$ cat src/rtl/hdte_pkg.sv
package hdte_pkg;

  // result status codes
  localparam logic [1:0] ST_OK     = 2'd0;
  localparam logic [1:0] ST_SYNTAX = 2'd1;
  localparam logic [1:0] ST_YEAR   = 2'd2;
  localparam logic [1:0] ST_WDAY   = 2'd3;

  // register indexes
  localparam logic REG_ALLOW_DASH = 1'b0;

  // format masks
  localparam logic [2:0] FMT_ALL  = 3'd7;
  localparam logic [2:0] FMT_1123 = 3'd1;
  localparam logic [2:0] FMT_850  = 3'd2;
  localparam logic [2:0] FMT_ASC  = 3'd4;

  localparam logic [13:0] YEAR_BASE = 14'd1970;
  localparam int unsigned SEC_PER_DAY = 86400;

  // template slot kinds
  localparam logic [3:0] K_LIT     = 4'd0;
  localparam logic [3:0] K_DAY     = 4'd1;
  localparam logic [3:0] K_DAYSP   = 4'd2;
  localparam logic [3:0] K_YEAR    = 4'd3;
  localparam logic [3:0] K_HOUR    = 4'd4;
  localparam logic [3:0] K_MIN     = 4'd5;
  localparam logic [3:0] K_SEC     = 4'd6;
  localparam logic [3:0] K_SEP     = 4'd7;
  localparam logic [3:0] K_MON     = 4'd8;
  localparam logic [3:0] K_MONLAST = 4'd9;
  localparam logic [3:0] K_END     = 4'd10;

  typedef struct packed {
    logic [3:0] kind;
    logic [7:0] lit;
    logic       fin;
  } tpl_t;

  // fields handed from the parser to the epoch pipeline
  typedef struct packed {
    logic        failed;
    logic        complete;
    logic [2:0]  wd;
    logic [3:0]  mon;
    logic [6:0]  day;
    logic [13:0] year;
    logic [6:0]  hour;
    logic [6:0]  minute;
    logic [6:0]  second;
  } fields_t;

  function automatic logic [3:0] wd_lookup(input logic [23:0] s);
    logic [3:0] r;
    unique case (s)
      "Thu":   r = 4'b1000;
      "Fri":   r = 4'b1001;
      "Sat":   r = 4'b1010;
      "Sun":   r = 4'b1011;
      "Mon":   r = 4'b1100;
      "Tue":   r = 4'b1101;
      "Wed":   r = 4'b1110;
      default: r = 4'b0000;
    endcase
    return r;
  endfunction

  function automatic logic [4:0] mon_lookup(input logic [23:0] s);
    logic [4:0] r;
    unique case (s)
      "Jan":   r = 5'h10;
      "Feb":   r = 5'h11;
      "Mar":   r = 5'h12;
      "Apr":   r = 5'h13;
      "May":   r = 5'h14;
      "Jun":   r = 5'h15;
      "Jul":   r = 5'h16;
      "Aug":   r = 5'h17;
      "Sep":   r = 5'h18;
      "Oct":   r = 5'h19;
      "Nov":   r = 5'h1A;
      "Dec":   r = 5'h1B;
      default: r = 5'h00;
    endcase
    return r;
  endfunction

  function automatic logic [3:0] wk_len(input logic [2:0] wd);
    logic [3:0] r;
    unique case (wd)
      3'd0:    r = 4'd8;
      3'd1:    r = 4'd6;
      3'd2:    r = 4'd8;
      3'd3:    r = 4'd6;
      3'd4:    r = 4'd6;
      3'd5:    r = 4'd7;
      3'd6:    r = 4'd9;
      default: r = 4'd0;
    endcase
    return r;
  endfunction

  function automatic logic [7:0] wk_char(input logic [2:0] wd, input logic [3:0] p);
    logic [71:0] s;
    logic [71:0] sh;
    unique case (wd)
      3'd0:    s = {"Thursday", 8'h00};
      3'd1:    s = {"Friday", 24'h0};
      3'd2:    s = {"Saturday", 8'h00};
      3'd3:    s = {"Sunday", 24'h0};
      3'd4:    s = {"Monday", 24'h0};
      3'd5:    s = {"Tuesday", 16'h0};
      3'd6:    s = "Wednesday";
      default: s = 72'h0;
    endcase
    sh = s << {p, 3'b000};
    return sh[71:64];
  endfunction

  function automatic logic [8:0] mon_cum(input logic [3:0] m);
    logic [8:0] r;
    unique case (m)
      4'd0:    r = 9'd0;
      4'd1:    r = 9'd31;
      4'd2:    r = 9'd59;
      4'd3:    r = 9'd90;
      4'd4:    r = 9'd120;
      4'd5:    r = 9'd151;
      4'd6:    r = 9'd181;
      4'd7:    r = 9'd212;
      4'd8:    r = 9'd243;
      4'd9:    r = 9'd273;
      4'd10:   r = 9'd304;
      4'd11:   r = 9'd334;
      default: r = 9'd0;
    endcase
    return r;
  endfunction

  function automatic tpl_t tpl_at(input logic [2:0] alive, input logic [4:0] p);
    tpl_t t;
    t.kind = K_END;
    t.lit  = 8'h00;
    t.fin  = 1'b0;
    if (alive == FMT_1123 || alive == FMT_850) begin
      unique case (p)
        5'd0:         begin t.kind = K_LIT; t.lit = ","; end
        5'd1, 5'd13, 5'd22: begin t.kind = K_LIT; t.lit = " "; end
        5'd2, 5'd3:   t.kind = K_DAY;
        5'd4, 5'd8: begin
          if (alive == FMT_850) begin
            t.kind = K_LIT;
            t.lit  = "-";
          end else begin
            t.kind = K_SEP;
          end
        end
        5'd5, 5'd6:   t.kind = K_MON;
        5'd7:         t.kind = K_MONLAST;
        5'd9, 5'd10, 5'd11, 5'd12: t.kind = K_YEAR;
        5'd14, 5'd15: t.kind = K_HOUR;
        5'd16, 5'd19: begin t.kind = K_LIT; t.lit = ":"; end
        5'd17, 5'd18: t.kind = K_MIN;
        5'd20, 5'd21: t.kind = K_SEC;
        5'd23:        begin t.kind = K_LIT; t.lit = "G"; end
        5'd24:        begin t.kind = K_LIT; t.lit = "M"; end
        5'd25:        begin t.kind = K_LIT; t.lit = "T"; t.fin = 1'b1; end
        default:      t.kind = K_END;
      endcase
    end else begin
      unique case (p)
        5'd0, 5'd4, 5'd7, 5'd16: begin t.kind = K_LIT; t.lit = " "; end
        5'd1, 5'd2:   t.kind = K_MON;
        5'd3:         t.kind = K_MONLAST;
        5'd5:         t.kind = K_DAYSP;
        5'd6:         t.kind = K_DAY;
        5'd8, 5'd9:   t.kind = K_HOUR;
        5'd10, 5'd13: begin t.kind = K_LIT; t.lit = ":"; end
        5'd11, 5'd12: t.kind = K_MIN;
        5'd14, 5'd15: t.kind = K_SEC;
        5'd17, 5'd18, 5'd19: t.kind = K_YEAR;
        5'd20:        begin t.kind = K_YEAR; t.fin = 1'b1; end
        default:      t.kind = K_END;
      endcase
    end
    return t;
  endfunction

endpackage

$ cat src/rtl/hdte_parse.sv
module hdte_parse (
  input  logic              clk,
  input  logic              rst_n,
  input  logic              beat,
  input  logic [7:0]        char_code,
  input  logic              last_char,
  input  logic              allow_dash,
  output hdte_pkg::fields_t snap
);
  import hdte_pkg::*;

  logic [4:0]  pos_r, pos_nxt;
  logic [2:0]  alive_r, alive_nxt;
  logic [23:0] letters_r, letters_nxt;
  logic [2:0]  wd_r, wd_nxt;
  logic [3:0]  mon_r, mon_nxt;
  logic [6:0]  day_r, day_nxt;
  logic [13:0] year_r, year_nxt;
  logic [6:0]  hour_r, hour_nxt;
  logic [6:0]  min_r, min_nxt;
  logic [6:0]  sec_r, sec_nxt;
  logic        complete_r, complete_nxt;
  logic        failed_r, failed_nxt;
  logic        tail_r, tail_nxt;

  logic [3:0]  wd_hit;
  logic [4:0]  mon_hit;
  logic [3:0]  len;
  logic        dig;
  logic [3:0]  dv;
  logic        ok;
  tpl_t        tpl;

  function automatic logic [6:0] acc7(input logic [6:0] v, input logic [3:0] d);
    return 7'({v, 3'b000}) + 7'({v, 1'b0}) + 7'(d);
  endfunction

  function automatic logic [13:0] acc14(input logic [13:0] v, input logic [3:0] d);
    return 14'({v, 3'b000}) + 14'({v, 1'b0}) + 14'(d);
  endfunction

  always_comb begin
    pos_nxt      = pos_r;
    alive_nxt    = alive_r;
    letters_nxt  = letters_r;
    wd_nxt       = wd_r;
    mon_nxt      = mon_r;
    day_nxt      = day_r;
    year_nxt     = year_r;
    hour_nxt     = hour_r;
    min_nxt      = min_r;
    sec_nxt      = sec_r;
    complete_nxt = complete_r;
    failed_nxt   = failed_r;
    tail_nxt     = tail_r;
    dig          = (char_code >= "0") && (char_code <= "9");
    dv           = 4'(char_code - "0");
    len          = wk_len(wd_r);
    tpl          = tpl_at(alive_r, pos_r);
    ok           = 1'b1;
    wd_hit       = wd_lookup({letters_r[15:0], char_code});
    mon_hit      = mon_lookup({letters_r[15:0], char_code});
    if (!failed_r && !complete_r) begin
      if (!tail_r) begin
        // weekday name
        if (pos_r < 5'd3) begin
          letters_nxt = {letters_r[15:0], char_code};
          if (pos_r == 5'd2 && !wd_hit[3]) begin
            failed_nxt = 1'b1;
          end else begin
            if (pos_r == 5'd2) begin
              wd_nxt = wd_hit[2:0];
            end
            pos_nxt = pos_r + 5'd1;
          end
        end else if (pos_r == 5'd3 && char_code == ",") begin
          alive_nxt = FMT_1123;
          tail_nxt  = 1'b1;
          pos_nxt   = 5'd1;
        end else if (pos_r == 5'd3 && char_code == " ") begin
          alive_nxt = FMT_ASC;
          tail_nxt  = 1'b1;
          pos_nxt   = 5'd1;
        end else begin
          if (pos_r == 5'd3) begin
            alive_nxt = FMT_850;
          end
          if (pos_r >= {1'b0, len} || char_code != wk_char(wd_r, pos_r[3:0])) begin
            failed_nxt = 1'b1;
          end else if (pos_r + 5'd1 == {1'b0, len}) begin
            tail_nxt = 1'b1;
            pos_nxt  = 5'd0;
          end else begin
            pos_nxt = pos_r + 5'd1;
          end
        end
      end else begin
        // date and time after the name
        unique case (tpl.kind)
          K_DAY:   if (dig) day_nxt = acc7(day_r, dv); else ok = 1'b0;
          K_DAYSP: if (dig) day_nxt = acc7(day_r, dv); else ok = (char_code == " ");
          K_YEAR:  if (dig) year_nxt = acc14(year_r, dv); else ok = 1'b0;
          K_HOUR:  if (dig) hour_nxt = acc7(hour_r, dv); else ok = 1'b0;
          K_MIN:   if (dig) min_nxt = acc7(min_r, dv); else ok = 1'b0;
          K_SEC:   if (dig) sec_nxt = acc7(sec_r, dv); else ok = 1'b0;
          K_SEP:   ok = (char_code == " ") || (allow_dash && char_code == "-");
          K_MON:   letters_nxt = {letters_r[15:0], char_code};
          K_MONLAST: begin
            letters_nxt = {letters_r[15:0], char_code};
            if (mon_hit[4]) mon_nxt = mon_hit[3:0]; else ok = 1'b0;
          end
          K_LIT:   ok = (char_code == tpl.lit);
          K_END:   ok = 1'b0;
          default: ok = 1'b0;
        endcase
        if (!ok) begin
          failed_nxt = 1'b1;
        end else begin
          if (tpl.fin) complete_nxt = 1'b1;
          pos_nxt = pos_r + 5'd1;
        end
      end
    end
    snap.failed   = failed_nxt;
    snap.complete = complete_nxt;
    snap.wd       = wd_nxt;
    snap.mon      = mon_nxt;
    snap.day      = day_nxt;
    snap.year     = year_nxt;
    snap.hour     = hour_nxt;
    snap.minute   = min_nxt;
    snap.second   = sec_nxt;
  end

  always_ff @(posedge clk) begin
    if (!rst_n || (beat && last_char)) begin
      pos_r      <= '0;
      alive_r    <= FMT_ALL;
      letters_r  <= '0;
      wd_r       <= '0;
      mon_r      <= '0;
      day_r      <= '0;
      year_r     <= '0;
      hour_r     <= '0;
      min_r      <= '0;
      sec_r      <= '0;
      complete_r <= 1'b0;
      failed_r   <= 1'b0;
      tail_r     <= 1'b0;
    end else if (beat) begin
      pos_r      <= pos_nxt;
      alive_r    <= alive_nxt;
      letters_r  <= letters_nxt;
      wd_r       <= wd_nxt;
      mon_r      <= mon_nxt;
      day_r      <= day_nxt;
      year_r     <= year_nxt;
      hour_r     <= hour_nxt;
      min_r      <= min_nxt;
      sec_r      <= sec_nxt;
      complete_r <= complete_nxt;
      failed_r   <= failed_nxt;
      tail_r     <= tail_nxt;
    end
  end

endmodule

$ cat src/rtl/http_date_to_epoch_parser.sv
// channel  direction  payload                          handshake
// in_      input      char_code[7:0], last_char        in_valid / in_ready
// out_     output     epoch_seconds[39:0], status[1:0] out_valid / out_ready
// cfg_     input      apb write/read of allow_dash     psel, penable, pready=1
//
// one character beat is taken per cycle while in_ready is high; the parser updates its state in that cycle
// a beat with last_char enters a five-register epoch pipeline that carries the
// days*86400 multiply and the mod-7 reduction
// each pipeline stage holds its item under output stall and in_ready drops only
// when every stage is full; rst_n is synchronous, active low, and clears all control
module http_date_to_epoch_parser (
  input  logic        clk,
  input  logic        rst_n,
  input  logic        in_valid,
  output logic        in_ready,
  input  logic [7:0]  in_char_code,
  input  logic        in_last_char,
  output logic        out_valid,
  input  logic        out_ready,
  output logic [39:0] out_epoch_seconds,
  output logic [1:0]  out_status,
  input  logic        cfg_psel,
  input  logic        cfg_penable,
  input  logic        cfg_pwrite,
  input  logic [2:0]  cfg_paddr,
  input  logic [31:0] cfg_pwdata,
  output logic [31:0] cfg_prdata,
  output logic        cfg_pready
);
  import hdte_pkg::*;

  // config register
  logic allow_dash_r;
  logic cfg_wr;

  assign cfg_pready = 1'b1;
  assign cfg_wr     = cfg_psel && cfg_penable && cfg_pwrite;
  assign cfg_prdata = (cfg_paddr[2] == REG_ALLOW_DASH) ? {31'd0, allow_dash_r} : 32'd0;

  always_ff @(posedge clk) begin
    if (!rst_n) begin
      allow_dash_r <= 1'b1;
    end else if (cfg_wr && cfg_paddr[2] == REG_ALLOW_DASH) begin
      allow_dash_r <= cfg_pwdata[0];
    end
  end

  // stage valids and ready chain
  logic v0_r, v1_r, v2_r, v3_r, vo_r;
  logic rdy_o, rdy3, rdy2, rdy1, rdy0;
  logic beat;

  assign rdy_o    = !vo_r || out_ready;
  assign rdy3     = !v3_r || rdy_o;
  assign rdy2     = !v2_r || rdy3;
  assign rdy1     = !v1_r || rdy2;
  assign rdy0     = !v0_r || rdy1;
  assign in_ready = rdy0;
  assign beat     = in_valid && in_ready;
  assign out_valid = vo_r;

  // character parser
  fields_t snap;
  fields_t f0_r;

  hdte_parse u_parse (
    .clk        (clk),
    .rst_n      (rst_n),
    .beat       (beat),
    .char_code  (in_char_code),
    .last_char  (in_last_char),
    .allow_dash (allow_dash_r),
    .snap       (snap)
  );

  // stage 1: day count and time of day
  logic [1:0]         st1_nxt, st1_r;
  logic [13:0]        yd;
  logic [23:0]        days_u;
  logic signed [24:0] days1_nxt, days1_r;
  logic [18:0]        tod1_nxt, tod1_r;
  logic [2:0]         wd1_r;
  logic               leap;

  always_comb begin
    if (f0_r.failed || !f0_r.complete) begin
      st1_nxt = ST_SYNTAX;
    end else if (f0_r.year < YEAR_BASE) begin
      st1_nxt = ST_YEAR;
    end else begin
      st1_nxt = ST_OK;
    end
    yd        = f0_r.year - YEAR_BASE;
    leap      = (f0_r.mon >= 4'd2) && (f0_r.year[1:0] == 2'b00);
    // leap days in earlier years are (yd+1)/4
    days_u    = 24'(yd * 9'd365) + 24'((15'(yd) + 15'd1) >> 2)
              + 24'(mon_cum(f0_r.mon)) + 24'(leap) + 24'(f0_r.day);
    days1_nxt = $signed({1'b0, days_u}) - 25'sd1;
    tod1_nxt  = 19'(f0_r.hour * 12'd3600) + 19'(f0_r.minute * 6'd60) + 19'(f0_r.second);
  end

  // stage 2: seconds of whole days, and whole days spilled by the time of day
  logic signed [42:0] prod2_nxt, prod2_r;
  logic signed [24:0] dn2_nxt, dn2_r;
  logic [2:0]         q;
  logic [18:0]        tod2_r;
  logic [1:0]         st2_r;
  logic [2:0]         wd2_r;

  always_comb begin
    prod2_nxt = days1_r * $signed({1'b0, 17'(SEC_PER_DAY)});
    priority if (tod1_r >= 19'(5 * SEC_PER_DAY)) q = 3'd5;
    else if (tod1_r >= 19'(4 * SEC_PER_DAY))     q = 3'd4;
    else if (tod1_r >= 19'(3 * SEC_PER_DAY))     q = 3'd3;
    else if (tod1_r >= 19'(2 * SEC_PER_DAY))     q = 3'd2;
    else if (tod1_r >= 19'(SEC_PER_DAY))         q = 3'd1;
    else                                         q = 3'd0;
    // floor(total / 86400), negative exactly when total is
    dn2_nxt = days1_r + $signed({22'd0, q});
  end

  // stage 3: total seconds and octal digit sum toward mod 7
  logic signed [42:0] total3;
  logic [39:0]        total3_r;
  logic               neg3_r;
  logic [5:0]         ds3_nxt, ds3_r;
  logic [1:0]         st3_r;
  logic [2:0]         wd3_r;

  always_comb begin
    total3  = prod2_r + $signed({24'd0, tod2_r});
    ds3_nxt = '0;
    for (int i = 0; i < 8; i++) begin
      ds3_nxt = ds3_nxt + 6'(dn2_r[3*i +: 3]);
    end
  end

  // stage 4: weekday check and final status
  logic [3:0]  s2;
  logic [3:0]  m7a;
  logic [2:0]  m7;
  logic [1:0]  sto_nxt, sto_r;
  logic [39:0] epo_nxt, epo_r;

  always_comb begin
    s2  = 4'(ds3_r[5:3]) + 4'(ds3_r[2:0]);
    m7a = (s2 >= 4'd7) ? s2 - 4'd7 : s2;
    m7  = (m7a == 4'd7) ? 3'd0 : m7a[2:0];
    epo_nxt = '0;
    if (st3_r != ST_OK) begin
      sto_nxt = st3_r;
    end else if (neg3_r) begin
      sto_nxt = ST_YEAR;
    end else if (m7 != wd3_r) begin
      sto_nxt = ST_WDAY;
    end else begin
      sto_nxt = ST_OK;
      epo_nxt = total3_r;
    end
  end

  always_ff @(posedge clk) begin
    if (!rst_n) begin
      v0_r <= 1'b0;
      v1_r <= 1'b0;
      v2_r <= 1'b0;
      v3_r <= 1'b0;
      vo_r <= 1'b0;
    end else begin
      if (rdy0) v0_r <= beat && in_last_char;
      if (rdy1) v1_r <= v0_r;
      if (rdy2) v2_r <= v1_r;
      if (rdy3) v3_r <= v2_r;
      if (rdy_o) vo_r <= v3_r;
    end
  end

  always_ff @(posedge clk) begin
    if (rdy0 && beat && in_last_char) begin
      f0_r <= snap;
    end
    if (rdy1 && v0_r) begin
      st1_r   <= st1_nxt;
      days1_r <= days1_nxt;
      tod1_r  <= tod1_nxt;
      wd1_r   <= f0_r.wd;
    end
    if (rdy2 && v1_r) begin
      prod2_r <= prod2_nxt;
      dn2_r   <= dn2_nxt;
      tod2_r  <= tod1_r;
      st2_r   <= st1_r;
      wd2_r   <= wd1_r;
    end
    if (rdy3 && v2_r) begin
      total3_r <= total3[39:0];
      neg3_r   <= dn2_r[24];
      ds3_r    <= ds3_nxt;
      st3_r    <= st2_r;
      wd3_r    <= wd2_r;
    end
    if (rdy_o && v3_r) begin
      sto_r <= sto_nxt;
      epo_r <= epo_nxt;
    end
  end

  assign out_status        = sto_r;
  assign out_epoch_seconds = epo_r;

`ifndef SYNTH
  // a failed result never carries a time value
  a_zero_on_error: assert property (@(posedge clk) disable iff (!rst_n)
    out_valid |-> (out_status == ST_OK || out_epoch_seconds == 40'd0))
    else $error("nonzero epoch with error status");

  // input backpressure only once the whole pipeline is full
  a_stall_full: assert property (@(posedge clk) disable iff (!rst_n)
    !in_ready |-> (out_valid && !out_ready && v0_r && v1_r && v2_r && v3_r))
    else $error("input stalled with room in the pipeline");

  // register write lands
  a_cfg_write: assert property (@(posedge clk) disable iff (!rst_n)
    (cfg_wr && cfg_paddr[2] == REG_ALLOW_DASH) |=> (allow_dash_r == $past(cfg_pwdata[0])))
    else $error("config write lost");
`endif

endmodule
$ cat config.mk
export PLATFORM = sky130hd
export DESIGN_NAME = http_date_to_epoch_parser
export DESIGN_NICKNAME = d
export VERILOG_FILES = /design/src/rtl/hdte_pkg.sv /design/src/rtl/hdte_parse.sv /design/src/rtl/http_date_to_epoch_parser.sv
export SDC_FILE = /design/constraint.sdc
export NUM_CORES = 1
export LEC_CHECK = 0
export BUFFER_PORTS_ARGS = -buffer_cell sky130_fd_sc_hd__buf_4
export CAP_MARGIN = 5
export CELL_PAD_IN_SITES_DETAIL_PLACEMENT = 0
export CELL_PAD_IN_SITES_GLOBAL_PLACEMENT = 1
export CORE_ASPECT_RATIO = 0.9
export CORE_UTILIZATION = 40
export CTS_CLUSTER_DIAMETER = 150
export DETAILED_ROUTE_END_ITERATION = 10
export GPL_ROUTABILITY_DRIVEN = 0
export GPL_TIMING_DRIVEN = 1
export PLACE_DENSITY = 0.7
export SLEW_MARGIN = 25
export SYNTH_ARGS = -nofsm -noshare
export SYNTH_HDL_FRONTEND = slang
export SYNTH_SLANG_ARGS = --single-unit
$ cat constraint.sdc
create_clock -name clk -period 6.7 [get_ports clk]
set_input_delay 0.335 -clock clk [delete_from_list [all_inputs] [get_ports clk]]
set_output_delay 0.335 -clock clk [all_outputs]
set_load 0.03 [all_outputs]
-- After elaboration in Yosys (flattened, before gate mapping)
Memory sizes are Yosys's and may differ from the RTL's. A register that Yosys moved wholly into a read port is not among the register bits.
Cells that the tools add are included.
- register bits: 358
- memory bits (read-only): 144
- bits of input ports: 51
- output and inout bits: 77
- word-level logic and storage cells: 340
- memories kept: 1
- memory list (memory ; words ; width ; rd ports ; clocked after memory_dff ; write ports ; RTL line ; text):
    (name not given) ; 16 ; 9 ; 1 ; 1 ; 0 ; hdte_pkg.sv:122 ; unique case (m)
- $add $sub $neg: 32
- $mul: 4
- order comparisons: 12
- equality and inequality tests: 73
- shifts and indexed selects: 1
- muxes and demuxes: 98
- bitwise logic cells: 3
- reductions and logical operators: 72
- operator list (kind ; count):
    71-bit one-hot mux with 7 select lines ; 1
    24-bit by 23-bit equality test with 1-bit output (second input constant) ; 19
    72-bit two-way mux ; 5
    7-bit two-way mux ; 16
    4-bit one-hot mux with 9 select lines ; 2
    72-bit by 7-bit << shifter with 72-bit output ; 1
    5-bit one-hot mux with 12 select lines ; 1
    14-bit two-way mux ; 4
    8-bit one-hot mux with 7 select lines ; 1
    5-bit equality test (second input constant) ; 10
    16-bit two-way mux ; 3
    40-bit by 20-bit adder with 40-bit output ; 1
    5-bit by 4-bit equality test with 1-bit output (second input constant) ; 8
    5-bit two-way mux ; 8
    19-bit by 18-bit >= comparator with 1-bit output (second input constant) ; 2
    19-bit >= comparator (second input constant) ; 2
    3-bit two-way mux ; 12
    25-bit by 11-bit multiplier with 33-bit output (second input constant) ; 1
    7-bit by 4-bit adder with 7-bit output ; 4
    7-bit adder ; 4
    4-bit one-hot mux with 7 select lines ; 1
    2-bit OR reduction ; 14
    1-bit two-way mux ; 27
    25-bit by 4-bit adder with 25-bit output ; 1
    72 further kinds ; 147

-- Logic depth before layout (Yosys ltp)
- depth in word-level cells: 16
- mapped depth: 30
- gate-level depth less buffers: 30

-- By module
A second synthesis with hierarchy kept.
- cells, all modules: 2957
- area, all modules: 30902.1 sq um
- modules (own cells, without submodules) (module ; times used ; cells each ; area an instance (sq um) ; seq. area each (sq um)):
    http_date_to_epoch_parser ; 1 ; 1959 ; 22746.8 ; 8588.2
    hdte_parse ; 1 ; 998 ; 8155.3 ; 1521.5

-- Least setup slack after synthesis
OpenSTA, ideal clock, no wires.
- path kind: register to register
- start point: register f0_r[22] (netlist bit)
- end point: register days1_r[24] (data pin)
- library setup time: 0.258 ns
- data arrival time: 6.756 ns
- setup slack: -0.313 ns
- stages on the path, launching flop included: 29
- cell sequence: edfxtp_1 inv_1 ha_1 nand2b_1 a31oi_1 xnor2_1 ha_1 nand4_1 xor2_1 fa_1 inv_1 fa_1 inv_1 fa_1 fa_1 inv_1 fa_1 inv_1 ha_1 and2_1 o21ai_0 a31oi_1 o2111ai_1 a311oi_1 nor3_1 o21bai_1 nand2b_1 a31o_2 xnor2_1
- cells in the longest elaborated chain, start to end: 7
- RTL lines (what ; RTL line ; text):
    start: declaration ; http_date_to_epoch_parser.sv:64 ; fields_t f0_r;
    start signal: assignment ; http_date_to_epoch_parser.sv:180 ; f0_r <= snap;
    14-bit by 11-bit subtractor with 14-bit output ; http_date_to_epoch_parser.sv:93 ; yd = f0_r.year - YEAR_BASE;
    14-bit by 9-bit multiplier with 23-bit output or 14-bit by 1-bit adder with 15-bit output (tied branches) ; http_date_to_epoch_parser.sv:96 ; days_u = 24'(yd * 9'd365) + 24'((15'(yd) + 15'd1) >> 2)
    23-bit by 13-bit adder with 24-bit output ; http_date_to_epoch_parser.sv:96 ;
    24-bit by 9-bit adder with 24-bit output ; http_date_to_epoch_parser.sv:97 ; + 24'(mon_cum(f0_r.mon)) + 24'(leap) + 24'(f0_r.day);
    24-bit by 1-bit adder with 24-bit output * ; http_date_to_epoch_parser.sv:97 ;
    24-bit by 7-bit adder with 24-bit output * ; http_date_to_epoch_parser.sv:97 ;
    24-bit by 1-bit subtractor with 25-bit output * ; http_date_to_epoch_parser.sv:98 ; days1_nxt = $signed({1'b0, days_u}) - 25'sd1;
    named net days1_nxt[24] ; http_date_to_epoch_parser.sv:80 ; logic signed [24:0] days1_nxt, days1_r;
    end signal: assignment ; http_date_to_epoch_parser.sv:184 ; days1_r <= days1_nxt;
    end: declaration ; http_date_to_epoch_parser.sv:80 ;
The timed path passes the listed nets; every way through them passes the cells marked *.
A chain may end at the register's enable or synchronous reset.

-- Worst setup path after layout
- start point: register f0_r[23] (netlist bit)
- end point: register days1_r[24] (data pin)
- cells in the longest elaborated chain, start to end: 7
- RTL lines (what ; RTL line):
    14-bit by 11-bit subtractor with 14-bit output * ; http_date_to_epoch_parser.sv:93
    14-bit by 9-bit multiplier with 23-bit output or 14-bit by 1-bit adder with 15-bit output (tied branches) ; http_date_to_epoch_parser.sv:96
    23-bit by 13-bit adder with 24-bit output * ; http_date_to_epoch_parser.sv:96
    24-bit by 9-bit adder with 24-bit output * ; http_date_to_epoch_parser.sv:97
    24-bit by 1-bit adder with 24-bit output * ; http_date_to_epoch_parser.sv:97
    24-bit by 7-bit adder with 24-bit output * ; http_date_to_epoch_parser.sv:97
    24-bit by 1-bit subtractor with 25-bit output * ; http_date_to_epoch_parser.sv:98
    named net days1_nxt[24] ; http_date_to_epoch_parser.sv:80
Marks and branches as above.

==> flow_summary_export.csv <==
group,metric,value,unit
sta,finalMaxSlewViolations,0,
detailed_routing,postRouteAntennaNets,0,
setup_path,critPathKind,"reg2reg",
synth,syn_inst,2916,
floorplan,die_x,293,microns
clock_tree,insertion_delay,580,ps
worst_hold_path,hold_path_class,"in2reg",
floorplan,fp.coreArea,75100,sq um
floorplan,ioPinCount,128,
sta,setup_viol,0,
sta,worstMarginPinSlew,1100,ps
detailed_routing,dr.pass1.iters,5,
grt,overflow,0,
detailed_routing,drc,0,
sta,max_clock_freq,149,MHz
synth,synth_edf_count,276,
synth,async_flop_share,0,%
clock_tree,cts_tree,"done",
finish,nNetsFinal,3634,
clock_tree,cts_sinks,367,
clock_tree,h-tree-depth,2,
detailed_routing,routedWlPerCell,15.9,microns
setup_path,cp_max_fo,3,
grt,use_met3,1.96,%
synth,avgSynthCellArea,10.5,sq um
setup_path,max_stage_delay,510,ps
finish,drive_above_1_share,12.8,%
sta,fin_crit_sh,100,%
synth,synth_common_cells,"416 x inv_1, 356 x ha_1, 276 x edfxtp_1",
grt,antenna_found_initial,0,
setup_path,crit_buf_inv,6,
grt,grt_busiest_layer,"met2",
synth,ys_types,112,
setup_path,endpoint_kind,"flip-flop",
sta,finClkSkew,18.2,ps
grt,grt_use_met2,28.3,%
synth,synth-main-ff-cell,"edfxtp_1",
floorplan,std_cell_rows,95,
setup_path,crit_slowest_cell,"fa_1",
floorplan,fp.dieArea,77400,sq um
finish,nFillCells,6998,
synth,syn_area,30500,sq um
sta,slew_headroom,25.9,%
setup_path,crit_top_cell,"fa_1",
sta,fin_crit,6700,ps
grt,grt.total_usage,16.9,%
grt,grt_pass1_wl,108,mm
grt,first_global_vias,21200,
grt,grt_max_degree,81,
finish,regArea,10100,sq um
clock_tree,path_clk_slew,60,ps
grt,met1_usage,23.3,%
detailed_routing,drt-total-wl,64.8,mm
synth,synth_most_common_cell,"inv_1",
setup_path,r2r_cells,29,
detailed_routing,num_vias,20600,
finish,syn_to_final_growth,12.5,%
detailed_routing,first_iter_violations,1083,
floorplan,initial_utilization,40.6,%
finish,antenna_cells,0,
detailed_routing,viasPerCell,5.06,
clock_tree,cts-root-buf,"clkbuf_16",
synth,yosysWarnings,0,
synth,synth_top_cell_area_share,27.2,%
sta,rsz0062_at_grt,"true",
floorplan,die_y,264,microns
setup_path,crit_path_start_kind,"flip-flop",
setup_path,crit_required,7010,ps
synth,synth_top_area_cell,"edfxtp_1",
flow_run,max-cap-violations,0,
worst_hold_path,holdPathStages,2,
clock_tree,cts.path.max_buffers,3,
placed_design,io_buffer_count,62,
sta,fin_tns_setup,0,ps
synth,seq_area_frac_synth,33.1,%
setup_path,crit_family,"adder cells",
synth,synth.top_cells.by_area,"edfxtp_1 27%, ha_1 15%, fa_1 13%",
setup_path,cp.arrival,7010,ps
clock_tree,cts_buffers,43,
setup_path,cp_num_cells,29,
status,outcome,"finished clean",
synth,ys_seq_elements,367,
sta,hold_viol,0,
finish,multi_input_area,18800,sq um
placed_design,hpwlAfterDp,50.6,mm
==> cell usage in the layout (no fill, tap or decap), drive strengths merged, types with 8 or more instances in the layout <==
master   instances
a211oi          24
a21o            35
a21oi          126
a31oi           21
and2            58
and3            19
buf            147
clkbuf          51
clkinv          13
conb            32
dfxtp           91
edfxtp         276
fa             201
ha             356
inv            426
mux2            45
mux2i           47
nand2          137
nand2b          32
nand3           49
nand4           25
nor2           189
nor2b           38
nor3            56
nor3b           16
nor4            11
nor4b            8
o2111ai          8
o211ai           8
o21a            26
o21ai           69
o21bai          20
o22ai           17
o31ai            8
or2             12
or3             15
xnor2          149
xor2            53
==> sequential cells by signal, summed over array words and instances (netlist names), 14 cells and up, named ones only <==
signal	cells
u_parse.letters_r	16
prod2_r	33
f0_r	51
total3_r	40
tod1_r	19
out_epoch_seconds	40
days1_r	25
u_parse.year_r	14
tod2_r	19
dn2_r	25
==> worst paths after layout <==
path | startpoint | end | slack [ps]
max | f0_r[23] | days1_r[24] | 2
min | rst_n | allow_dash_r | 40
max reg2reg | f0_r[23] | days1_r[24] | 2
min reg2reg | tod1_r[2] | tod2_r[2] | 410
==> layout make-up <==
class | count | area share, %
inverter | 420 | 4.59
sequential | 367 | 29.4
multi-input combinational | 2046 | 54.7
clock buffer | 51 | 3.28
timing repair buffer | 148 | 3.29
tap | 1018 | 3.71
clock inverter | 27 | 0.984
==> metal layers <==
metal | wire length, microns | vias up
met5 | 0 | -
met4 | 1230 | 0
met3 | 2390 | 87
met2 | 30200 | 364
met1 | 31000 | 9963
li1 | - | 10200
==> per-stage QoR <==
stage	hold slack (ps)	instances	setup WS [ps]	area [sq um]	util (%)
2_1_floorplan	400	2946	1.50	30800	-
6_report	42.2	4077	1.66	34300	45.7
4_1_cts	16.4	4065	5.10	34000	45.2
3_5_place_dp	405	3984	-171	32500	43.2
3_3_place_gp	401	3984	-21.5	32500	43.2
5_1_grt	32.3	4077	-267	34300	45.7
==> what timing repair did <==
| action | CTS | global route |
|---|---|---|
| endpoints found under the setup margin | 4 | 10 |
| hold buffers | 1 | 0 |
| hold endpoints to repair | 1 | 0 |
| gates resized for setup | 7 | 53 |
| pin swaps | 8 | 57 |
| buffers inserted | 2 | 12 |
==> cells by family (layout without fill, tap and decap cells) <==
family                   Yosys count  in the layout  share of synthesized area [%]
flip-flops                       367            367                           33.1
XOR/XNOR                         202            202                           5.80
adder cells (fa/ha/maj)          557            557                           27.8
other                              2             32                         0.0246
buffers and inverters            533            646                           7.27
multiplexers                      92             92                           3.24
AND/OR/NAND/NOR                  706            706                           12.3
AO/OA/AOI/OAI                    457            457                           10.4
Power is not shown: default switching activity piles up to over one toggle a cycle in this logic, so the estimate is an artifact.
